## src/rtl/pip_pkg.sv

```systemverilog
package pip_pkg;

	localparam int MAX_VERTICES_DEF = 16;
	localparam int COORD_W = 16;
	localparam int IDX_W = 4;
	localparam int CNT_W = 5;
	localparam int REL_W = COORD_W + 1;
	localparam int MUL_W = REL_W + 1;
	localparam int PROD_W = 2 * MUL_W;
	localparam int NUM_W = PROD_W + 1;

	localparam logic CMD_LOAD = 1'b0;
	localparam logic CMD_QUERY = 1'b1;

	typedef struct packed {
		logic cmd;
		logic [IDX_W-1:0] vertex_index;
		logic signed [COORD_W-1:0] coord_x;
		logic signed [COORD_W-1:0] coord_y;
		logic last_vertex;
	} req_t;

	typedef struct packed {
		logic inside_res;
		logic touched;
	} rsp_t;

endpackage

```

## src/rtl/pip_vstore.sv

```systemverilog
module pip_vstore
	import pip_pkg::*;
#(
	parameter int MAX_VERTICES = MAX_VERTICES_DEF,
	localparam int AW = $clog2(MAX_VERTICES)
) (
	input  logic clk,
	input  logic wr_en,
	input  logic [AW-1:0] wr_addr,
	input  logic signed [COORD_W-1:0] wr_x,
	input  logic signed [COORD_W-1:0] wr_y,
	input  logic rd_en,
	input  logic [AW-1:0] rd_addr,
	output logic signed [COORD_W-1:0] rd_x,
	output logic signed [COORD_W-1:0] rd_y
);

	logic signed [COORD_W-1:0] mem_x [MAX_VERTICES];
	logic signed [COORD_W-1:0] mem_y [MAX_VERTICES];
	logic signed [COORD_W-1:0] rd_x_q;
	logic signed [COORD_W-1:0] rd_y_q;

	always_ff @(posedge clk) begin
		if (wr_en) begin
			mem_x[wr_addr] <= wr_x;
			mem_y[wr_addr] <= wr_y;
		end
	end

	always_ff @(posedge clk) begin
		if (rd_en) begin
			rd_x_q <= mem_x[rd_addr];
			rd_y_q <= mem_y[rd_addr];
		end
	end

	assign rd_x = rd_x_q;
	assign rd_y = rd_y_q;

endmodule

```

## config.mk

```make
export PLATFORM = sky130hd
export DESIGN_NAME = pip_vstore
export DESIGN_NICKNAME = d
export VERILOG_FILES = /design/src/rtl/pip_pkg.sv /design/src/rtl/pip_vstore.sv
export SDC_FILE = /design/constraint.sdc
export NUM_CORES = 1
export LEC_CHECK = 0
export BUFFER_PORTS_ARGS = -buffer_cell sky130_fd_sc_hd__buf_2
export CAP_MARGIN = 20
export CORE_AREA = 10 10 219 221
export DETAILED_ROUTE_END_ITERATION = 6
export DIE_AREA = 0 0 229 231
export PLACE_DENSITY = 0.73
export SKIP_LAST_GASP = 1
export SLEW_MARGIN = 10
export SYNTH_ARGS = -nofsm -noshare
export SYNTH_HDL_FRONTEND = slang
export SYNTH_SLANG_ARGS = --single-unit
```

## constraint.sdc

```tcl
create_clock -name clk -period 5.4 [get_ports clk]
set_input_delay 1.35 -clock clk [delete_from_list [all_inputs] [get_ports clk]]
set_output_delay 1.35 -clock clk [all_outputs]
set_load 0.05 [all_outputs]
```

**Word level (Yosys, flattened, before mapping)**

Memories as Yosys holds them, arrays and structs flattened. A register that Yosys moved wholly into a read port is not among the register bits.
Cells that the tools add are included.

- Bits in writable memories: 512
- Register bits: 0
- Output and inout bits: 32
- Input port bits: 43
- Logic and storage cells: 4
- Memories kept: 2

Memory list:

| name | words | bits a word | rd ports | clocked after memory_dff | wr ports | RTL line | RTL |
|---|---|---|---|---|---|---|---|
| mem_x | 16 | 16 | 1 | 1 | 1 | pip_vstore.sv:18 | `logic signed [COORD_W-1:0] mem_x [MAX_VERTICES];` |
| mem_y | 16 | 16 | 1 | 1 | 1 | pip_vstore.sv:19 | `logic signed [COORD_W-1:0] mem_y [MAX_VERTICES];` |

- Multiplexer cells: 2

Operator list:

| cell | number |
|---|---|
| $mux W1 | 2 |

**Longest topological paths before layout**

Gate-level depths: netlist (run 1).

- Word-level depth: 2
- Depth in mapped cells: 5

**Worst setup path before layout (run 1)**

Ideal clock, no wire load.

- Kind: input -> register
- From: in wr_addr[3]
- To: mem mem_x[0][0] (enable)
- Setup slack: 0.870 ns
- Path buffers: 0
- Stages on the path: 2
- Arrival: 4.068 ns
- Cells stage by stage: or3b_2 -> nor3_1

RTL lines:

| item | RTL line | RTL |
|---|---|---|
| from (decl) | pip_vstore.sv:9 | `input logic [AW-1:0] wr_addr,` |
| to (decl) | pip_vstore.sv:18 |  |

Straight into the memory's write port.

==> flow_summary.yaml, run 1 <==
worst_setup_path:
  path_cells: "clkbuf_8 -> buf_12 -> mux4_2 -> a22oi_1 -> nand2_1"
  critPathKind: "input pin to register"
  cp.depth: 5
  crit_family: "buffers and inverters"
  slowest_delay_ns: 0.64
  critPathCaptureType: "register"
  cp_num_buf_inv: 2
  critPathMaxFanout: 65
  cp-start-kind: "input pin"
  worstPathArrival_ns: 3.28
  rr_worst_depth: 3
  worst_path_max_delay_cell: "clkbuf_8"
  cp.required_ns: 5.70
synthesis:
  yosysUniqueCellTypes: 16
  ys_seq_area_share_pct: 81.0
  synth_top_cell_area_share_pct: 81.0
  synthesis.area_sq_um: 20200
  syn_nets: 881
  avgSynthCellArea_sq_um: 24.1
  netlist_instances: 838
  yosys.area.top_type: "edfxtp_1"
  yosys_warnings: 0
  synth-seq-cells: 544
  synth_area_leaders: "edfxtp_1, mux4_2, a22oi_1"
die:
  die_w_microns: 229
  dieArea_sq_um: 52900
  die-height_microns: 231
  ios: 75
  rows: 77
  core_area_sq_um: 43700
  start_util_pct: 46.1
sta:
  final-setup-viol-count: 0
  fmax_ghz: 0.336
  min_period_ns: 2.98
  relSlewSlack_pct: 27.0
  final.setup.tns_ns: 0
  tightestPinTransition_ns: 1.09
  grt_setup_unrepaired: "false"
  finalCritPeriodShare_pct: 55.2
  finalClockSkew_ns: 0.0249
  report.final.hold_viol_count: 0
  final_max_slew_viol_count: 0
layout:
  mostFrequentLayoutCells: "edfxtp_1, mux4_2, buf_2, a22oi_1, clkbuf_16"
  drive_gt1_share_pct: 32.1
  final_nets: 996
  nFillCells: 3284
  area_growth_pct: 14.6
  final_common_cell: "edfxtp_1"
route:
  wl_per_cell_microns: 27.5
  vias: 9236
  routed_wl_mm: 43.9
  drt_iter0_drc: 1010
  vias_per_cell: 5.80
  drc_errors: 0
  first_pass_iters: 5
  ant_nets: 0
cts:
  cts_root_buf: "clkbuf_16"
  post_cts_resize_count: 0
  cts_tree: "done"
  cts.path.max_buffers: 3
  cts_hold_buf: 0
  clk_latency_ns: 0.58
  postCtsSetupBuffers: 0
  cts_buffers: 50
  clock_sinks: 544
  clk_pin_slew_ns: 0.07
  h-tree-depth: 2
placement:
  gp_congestion: 0.733
  io_buffers: 74
  hpwl_mm: 24.4
run:
  drv_cap: 0
grt:
  grt_max_degree: 66
  first_global_vias: 9735
  gr-total-overflow: 0
  antenna_found_initial: 7
  grtUsageTotal_pct: 16.5
  grt_pass1_wl_mm: 65.0
hold_path:
  min_path_type: "register to register"
  hold_depth: 3
power_and_ir_drop:
  p_leak_nw: 7.34
  power.total_mw: 8.70
  power-per-cell-area_nw_per_um2: 376
  irDropWorstVdd_uv: 206
outcome:
  status: "completed"
layout make-up:
cell class	count	area (sq um)	area share, %
clock buffers	64	1370	5.92
flip-flops and latches	544	16300	70.7
multi-input cells	251	3750	16.2
well taps	592	741	3.21
clock inverters	30	226	0.980
repair buffers	106	672	2.91
diodes	5	12.5	0.0542
report_power, final:
| part | total (mW) | leakage, nW | internal, mW | switching (mW) |
|---|---|---|---|---|
| combinational | 0.480 | 1.62 | 0.167 | 0.313 |
| clock | 3.43 | 0.780 | 1.97 | 1.46 |
| sequential | 4.78 | 4.94 | 4.76 | 0.0282 |
cells by family (layout without fill, tap and decap cells):
| kind of cell | after synthesis | in the layout | synth area share, % |
|---|---|---|---|
| flip-flops | 544 | 544 | 81.0 |
| AO/OA/AOI/OAI | 64 | 64 | 2.38 |
| buffers and inverters | 43 | 200 | 1.01 |
| multiplexers | 128 | 128 | 14.3 |
| AND/OR/NAND/NOR | 59 | 59 | 1.25 |
| other | 0 | 5 | 0 |
path summary, 6_finish.rpt:
kind,from,slack (ns),endpoint
max,rd_addr[0],2.42,rd_y[11]$_DFFE_PP_
min,mem_y[15][6]$_DFFE_PP_,0.73,rd_y[6]$_DFFE_PP_
max reg2reg,mem_y[10][4]$_DFFE_PP_,3.88,rd_y[4]$_DFFE_PP_
min reg2reg,mem_y[15][6]$_DFFE_PP_,0.73,rd_y[6]$_DFFE_PP_
metrics by stage:
step	std cells	utilization [%]	worst slack [ns]	hold slack (ns)	cell area, sq um
after floorplan	838	-	0.870	0.710	20200
final	1592	52.8	2.42	0.733	23100
after detailed placement	1493	49.2	1.80	0.733	21500
after global placement	1492	49.1	1.82	0.726	21500
after CTS	1587	52.8	2.39	0.735	23100
after global routing	1590	52.8	2.24	0.781	23100
per-layer routing:
| metal | up-vias | track usage [%] | wire (microns) |
|---|---|---|---|
| met4 | 6 | 5.09 | 866 |
| li1 | 3840 | - | - |
| met5 | - | 0 | 35 |
| met1 | 4895 | 21.7 | 17200 |
| met3 | 74 | 3.95 | 3720 |
| met2 | 421 | 27.1 | 22000 |
sequential cells by signal (all words and copies together) (netlist names):
| signal | flops |
|---|---|
| mem_x | 256 |
| mem_y | 256 |
| rd_x | 16 |
| rd_y | 16 |
synthesized netlist by cell type, drive strengths merged:
cell type  count
edfxtp       544
mux4         128
a22oi         64
nand2         33
clkbuf        22
buf           21
nor2          13
nor3           4
nand2b         2
nand3b         2
nor2b          2
and2           1
nand3          1
or3b           1
worst min-delay path: cells and delay by family (launching register included):
| kind | cells | cell delay, ns |
|---|---|---|
| flops | 1 | 0.32 |
| mux | 1 | 0.22 |
| compound gates | 1 | 0.06 |
| simple gates | 1 | 0.06 |
(Power assumes the default switching activity.)
==> inputs of run 2 (changes only) <==
--- a/config.mk
+++ b/config.mk
@@ -10,7 +10,7 @@
 export CORE_AREA = 10 10 219 221
 export DETAILED_ROUTE_END_ITERATION = 6
 export DIE_AREA = 0 0 229 231
-export PLACE_DENSITY = 0.73
+export PLACE_DENSITY = 0.75
 export SKIP_LAST_GASP = 1
 export SLEW_MARGIN = 10
 export SYNTH_ARGS = -nofsm -noshare
==> constraint.sdc (replaced) <==
create_clock -name clk -period 2.44 [get_ports clk]
set_input_delay 0.61 -clock clk [delete_from_list [all_inputs] [get_ports clk]]
set_output_delay 0.61 -clock clk [all_outputs]
set_load 0.05 [all_outputs]
==> flow_summary.yaml, run 2 (synthesis results as in run 1) <==
outcome:
  status: "completed"
die:
  rows: 77
  dieArea_sq_um: 52900
  die-height_microns: 231
  die_w_microns: 229
  ios: 75
  core_area_sq_um: 43700
  start_util_pct: 46.1
grt:
  grt_max_degree: 49
  grtUsageTotal_pct: 16.0
  antenna_found_initial: 3
  first_global_vias: 9658
  gr-total-overflow: 0
  grt_pass1_wl_mm: 63.5
layout:
  mostFrequentLayoutCells: "edfxtp_1, mux4_2, buf_2, a22oi_1, clkbuf_16"
  area_growth_pct: 16.2
  final_cells: 1592
  top_regs: "mem_x (256), mem_y (256)"
  drive_gt1_share_pct: 32.5
  final_common_cell: "edfxtp_1"
  final_nets: 1002
  nFillCells: 3250
  fin_area_sq_um: 23400
power_and_ir_drop:
  power.total_mw: 19.2
  irDropWorstVdd_uv: 593
  power-per-cell-area_nw_per_um2: 821
  p_leak_nw: 7.43
route:
  first_pass_iters: 5
  met1Wirelength_mm: 16.9
  wl_met3_mm: 3.89
  dr_wl_met2_mm: 21.1
  highest_layer: "met5"
  drt_iter0_drc: 1058
  vias: 9297
  ant_nets: 0
  wl_per_cell_microns: 26.8
  routed_wl_mm: 42.7
  drc_errors: 0
  vias_per_cell: 5.84
sta:
  grt_setup_unrepaired: "false"
  min_period_ns: 1.90
  relSlewSlack_pct: 31.1
  hold_slack_ns: 0.420
  fmax_ghz: 0.526
  tightestPinTransition_ns: 1.03
  report.final.hold_viol_count: 0
  final_max_slew_viol_count: 0
  final-setup-viol-count: 0
  finalClockSkew_ns: 0.00898
  finalCritPeriodShare_pct: 78.0
cts:
  post_cts_resize_count: 0
  cts_hold_buf: 0
  postCtsSetupBuffers: 0
  clk_latency_ns: 0.56
  cts_tree: "done"
  h-tree-depth: 2
  clk_pin_slew_ns: 0.07
  cts_buffers: 52
  clock_sinks: 544
  cts.path.max_buffers: 3
  cts_root_buf: "clkbuf_16"
worst_setup_path:
  startpoint: "rd_y[1]$_DFFE_PP_"
  path_cells: "buf_2"
  timing.rr.start: "mem_x[3][5]$_DFFE_PP_"
  slowest_delay_ns: 0.43
  critPathCaptureType: "output port"
  critPathMaxFanout: 1
  worst_path_max_delay_cell: "edfxtp_1"
  critPathKind: "register to output port"
  crit_family: "flip-flops"
  cp_num_buf_inv: 1
  worstPathArrival_ns: 1.29
  cp.required_ns: 1.83
  cp-start-kind: "register"
placement:
  hpwl_mm: 21.2
  io_buffers: 74
  gp_congestion: 0.723
  placed_cell_area_sq_um: 21800
  placed_cells_incl_taps: 1497
run:
  drv_cap: 0
hold_path:
  holdCritStartpoint: "wr_x[8]"
  min_path_type: "input pin to register"
## run 2: cell count changes in the layout (fill, tap and decap cells not counted), sizes merged
cell	delta
clkinv	-10
clkbuf	+6
buf	+4
diode	-3
clkinvlp	+2
inv	+2
bufinv	-1
## run 2: path summary, 6_finish.rpt
path / cells after the start / slack [ns] / end
setup / recovery: 1 / 0.54 / rd_y[1]
hold / removal: 1 / 0.42 / mem_x[4][8]$_DFFE_PP_
setup reg to reg: 3 / 0.97 / rd_x[5]$_DFFE_PP_
hold reg to reg: 3 / 0.74 / rd_x[15]$_DFFE_PP_
## run 2: through the flow
| stage | utilization, % | setup TNS (ns) | worst slack (ns) |
|---|---|---|---|
| 2_1_floorplan | - | -57.82 | -0.478 |
| 3_3_place_gp | 49.9 | 0 | 0.174 |
| 3_5_place_dp | 49.9 | 0 | 0.140 |
| 4_1_cts | 53.5 | 0 | 0.520 |
| 5_1_grt | 53.6 | 0 | 0.510 |
| 6_report | 53.6 | 0 | 0.538 |
## run 2: layout make-up
type	count	area, sq um	share of cell area (%)
diodes	2	5.00	0.0214
clock buffers	70	1390	5.93
clock inverters	23	189	0.807
multi-input cells	251	3770	16.1
flip-flops and latches	544	16300	69.7
well taps	592	741	3.16
repair buffers	110	990	4.22
## run 2: metal layers
metal	global-route usage, %	vias to the layer above
li1	-	3842
met1	21.5	4935
met2	26.3	454
met3	3.64	64
met4	3.99	2
met5	0	-
## run 2: report_power, final
| group | switching [mW] | leakage (nW) | internal [mW] |
|---|---|---|---|
| registers | 0.0650 | 4.94 | 10.5 |
| logic | 0.690 | 1.72 | 0.402 |
| clock network | 3.26 | 0.762 | 4.30 |
==> inputs of run 3 (changes only) <==
--- a/config.mk
+++ b/config.mk
@@ -5,11 +5,12 @@
 export SDC_FILE = /design/constraint.sdc
 export NUM_CORES = 1
 export LEC_CHECK = 0
+export ABC_AREA = 1
 export BUFFER_PORTS_ARGS = -buffer_cell sky130_fd_sc_hd__buf_2
 export CAP_MARGIN = 20
-export CORE_AREA = 10 10 219 221
+export CORE_AREA = 10 10 233 235
 export DETAILED_ROUTE_END_ITERATION = 6
-export DIE_AREA = 0 0 229 231
+export DIE_AREA = 0 0 243 245
 export PLACE_DENSITY = 0.75
 export SKIP_LAST_GASP = 1
 export SLEW_MARGIN = 10
==> constraint.sdc (replaced) <==
create_clock -name clk -period 1.7 [get_ports clk]
set_input_delay 0.425 -clock clk [delete_from_list [all_inputs] [get_ports clk]]
set_output_delay 0.425 -clock clk [all_outputs]
set_load 0.05 [all_outputs]
==> flow_summary.yaml, run 3 <==
cts:
  clock_sinks: 544
  cts.path.max_buffers: 3
  cts_tree: "done"
  cts_root_buf: "clkbuf_16"
  h-tree-depth: 2
  cts_hold_buf: 0
  cts_buffers: 53
  clk_latency_ns: 0.60
  postCtsSetupBuffers: 0
  clk_pin_slew_ns: 0.06
power_and_ir_drop:
  switchingPower_mw: 6.56
  power-per-cell-area_nw_per_um2: 1090
  seqPwrFrac_pct: 52.1
  internal_power_mw: 22.6
  combPwrFrac_pct: 7.3
  swShare_pct: 22.5
  clkPwrFrac_pct: 40.6
  p_leak_nw: 11.3
  irDropWorstVdd_uv: 864
grt:
  antenna_found_initial: 3
  gr-total-overflow: 0
  first_global_vias: 15300
  grt_max_degree: 67
  busiest_layer: "met2"
  grt_pass1_wl_mm: 87.2
  globalRouteMet2Util_pct: 30.9
  grtUsageTotal_pct: 18.7
  use_met1_pct: 24.5
  use_met3_pct: 2.94
route:
  vias: 15400
  first_pass_iters: 6
  drt_iter0_drc: 1673
  ant_nets: 0
  routed_wl_mm: 56.3
  vias_per_cell: 5.21
  wl_per_cell_microns: 19.1
  drc_errors: 0
hold_path:
  min_path_type: "input pin to register"
layout:
  utilization_pct: 53.8
  top_regs: "mem_x (256), mem_y (256)"
  nFillCells: 4025
  multi_input_area_sq_um: 4660
  final_common_cell: "nand2_1"
  final_cells: 2945
  final_nets: 2273
  area_growth_pct: 15.9
  mostFrequentLayoutCells: "nand2_1, edfxtp_1, inv_1, nand3_1, buf_2"
  seqCellArea_sq_um: 16300
  drive_gt1_share_pct: 11.0
synthesis:
  yosys_warnings: 0
  synth-seq-cells: 544
  avgSynthCellArea_sq_um: 10.9
  ys_seq_area_share_pct: 70.8
  netlist_instances: 2122
  synthesis.area_sq_um: 23100
  synth_top_cell_area_share_pct: 70.8
  postSynth.asyncResetShare_pct: 0
  synth_common_cells: "nand2_1, edfxtp_1, inv_1"
  synth_area_leaders: "edfxtp_1, nand2_1, nand3_1"
  synth-edff-count: 544
  synth.most_common_cell: "nand2_1"
  syn_nets: 2165
  yosys.area.top_type: "edfxtp_1"
  ys.flop_type: "edfxtp_1"
  yosysUniqueCellTypes: 13
worst_setup_path:
  crit_family: "flip-flops"
  worstPathArrival_ns: 1.27
  cp-start-kind: "register"
  worst_path_max_delay_cell: "edfxtp_1"
  critPathMaxFanout: 1
  critPathCaptureType: "output port"
  path_cells: "buf_6"
  cp.required_ns: 1.27
  cp_num_buf_inv: 1
  slowest_delay_ns: 0.47
  critPathKind: "register to output port"
sta:
  final_max_slew_viol_count: 0
  finalClockSkew_ns: 0.0143
  tightestPinTransition_ns: 0.441
  fin_ws_ns: 0.00291
  relSlewSlack_pct: 70.5
  finalCritPeriodShare_pct: 99.8
  min_period_ns: 1.70
  grt_setup_unrepaired: "true"
  report.final.hold_viol_count: 0
  final-setup-viol-count: 0
  fmax_ghz: 0.589
die:
  dieArea_sq_um: 59500
  start_util_pct: 46.4
  die_w_microns: 243
  die-height_microns: 245
  core_area_sq_um: 49700
  rows: 82
  ios: 75
placement:
  gp_congestion: 0.852
  io_buffers: 74
  place_ws_ns: -0.0321
  placed_cells_incl_taps: 2847
  hpwl_mm: 33.2
run:
  drv_cap: 0
outcome:
  status: "completed"
run 3: cell types whose count changed after synthesis, moves of 4 or more:
| cell | delta |
|---|---|
| mux4_2 | -128 |
| inv_1 | +389 |
| buf_1 | +10 |
| nand3_1 | +385 |
| nor2_1 | +5 |
| buf_2 | +39 |
| nand2_1 | +645 |
| clkbuf_1 | -15 |
| nor3_1 | -4 |
| a22oi_1 | -64 |
| buf_6 | +27 |
run 3: logic make-up (layout without fill, tap and decap cells):
| family | after synthesis | in the layout | share of synthesized area (%) |
|---|---|---|---|
| buffers and inverters | 496 | 646 | 9.45 |
| DFF | 544 | 544 | 70.8 |
| and+or+nand+nor | 1082 | 1082 | 19.7 |
| other | 0 | 1 | 0 |
run 3: metrics by stage:
stage	hold WS [ns]	power (mW)	area [sq um]	TNS, ns
after floorplan	0.524	16.7	23100	-106.33
after global placement	0.708	17.5	24900	-0.609
after detailed placement	0.713	17.6	24900	-0.823
after CTS	0.167	29.3	26700	-0.0476
after global routing	0.188	30.0	26700	-0.0256
final	0.197	29.2	26700	0
run 3: final timing paths:
path              slack, ns  cells past startpoint                      to                   start
hold / removal         0.20                      1  mem_y[3][11]$_DFFE_PP_                wr_y[11]
setup reg to reg       0.53                      6       rd_x[3]$_DFFE_PP_   mem_x[2][3]$_DFFE_PP_
hold reg to reg        0.73                      6       rd_x[7]$_DFFE_PP_  mem_x[10][7]$_DFFE_PP_
setup / recovery      0.003                      1                 rd_x[6]       rd_x[6]$_DFFE_PP_
run 3: timing repair:
item / 4_1_cts / 5_1_grt
cloned: 0 / 0
resized for setup: 19 / 0
setup endpoints to repair: 11 / 2
run 3: final cells by class:
cell class              count  area share (%)
well taps                 672            3.15
clock inverters            33            1.35
inverters                 391            5.52
diodes                      1         0.00936
multi-input cells        1082            17.5
flip-flops and latches    544            61.1
repair buffers            158            6.19
clock buffers              64            5.20
run 3: power groups by stage:
| stage | Combinational, mW | Clock, mW | Sequential, mW |
|---|---|---|---|
| after global routing | 2.31 | 12.5 | 15.2 |
| after detailed placement | 2.07 | 0 | 15.5 |
| after global placement | 2.03 | 0 | 15.5 |
| final | 2.12 | 11.9 | 15.2 |
| after floorplan | 1.03 | 0 | 15.7 |
| after CTS | 2.12 | 12.0 | 15.2 |
run 3: per-layer routing:
layer	wire [microns]	vias up
met2	27000	794
met3	4680	151
li1	-	7110
met5	10	-
met4	1830	2
met1	22700	7293
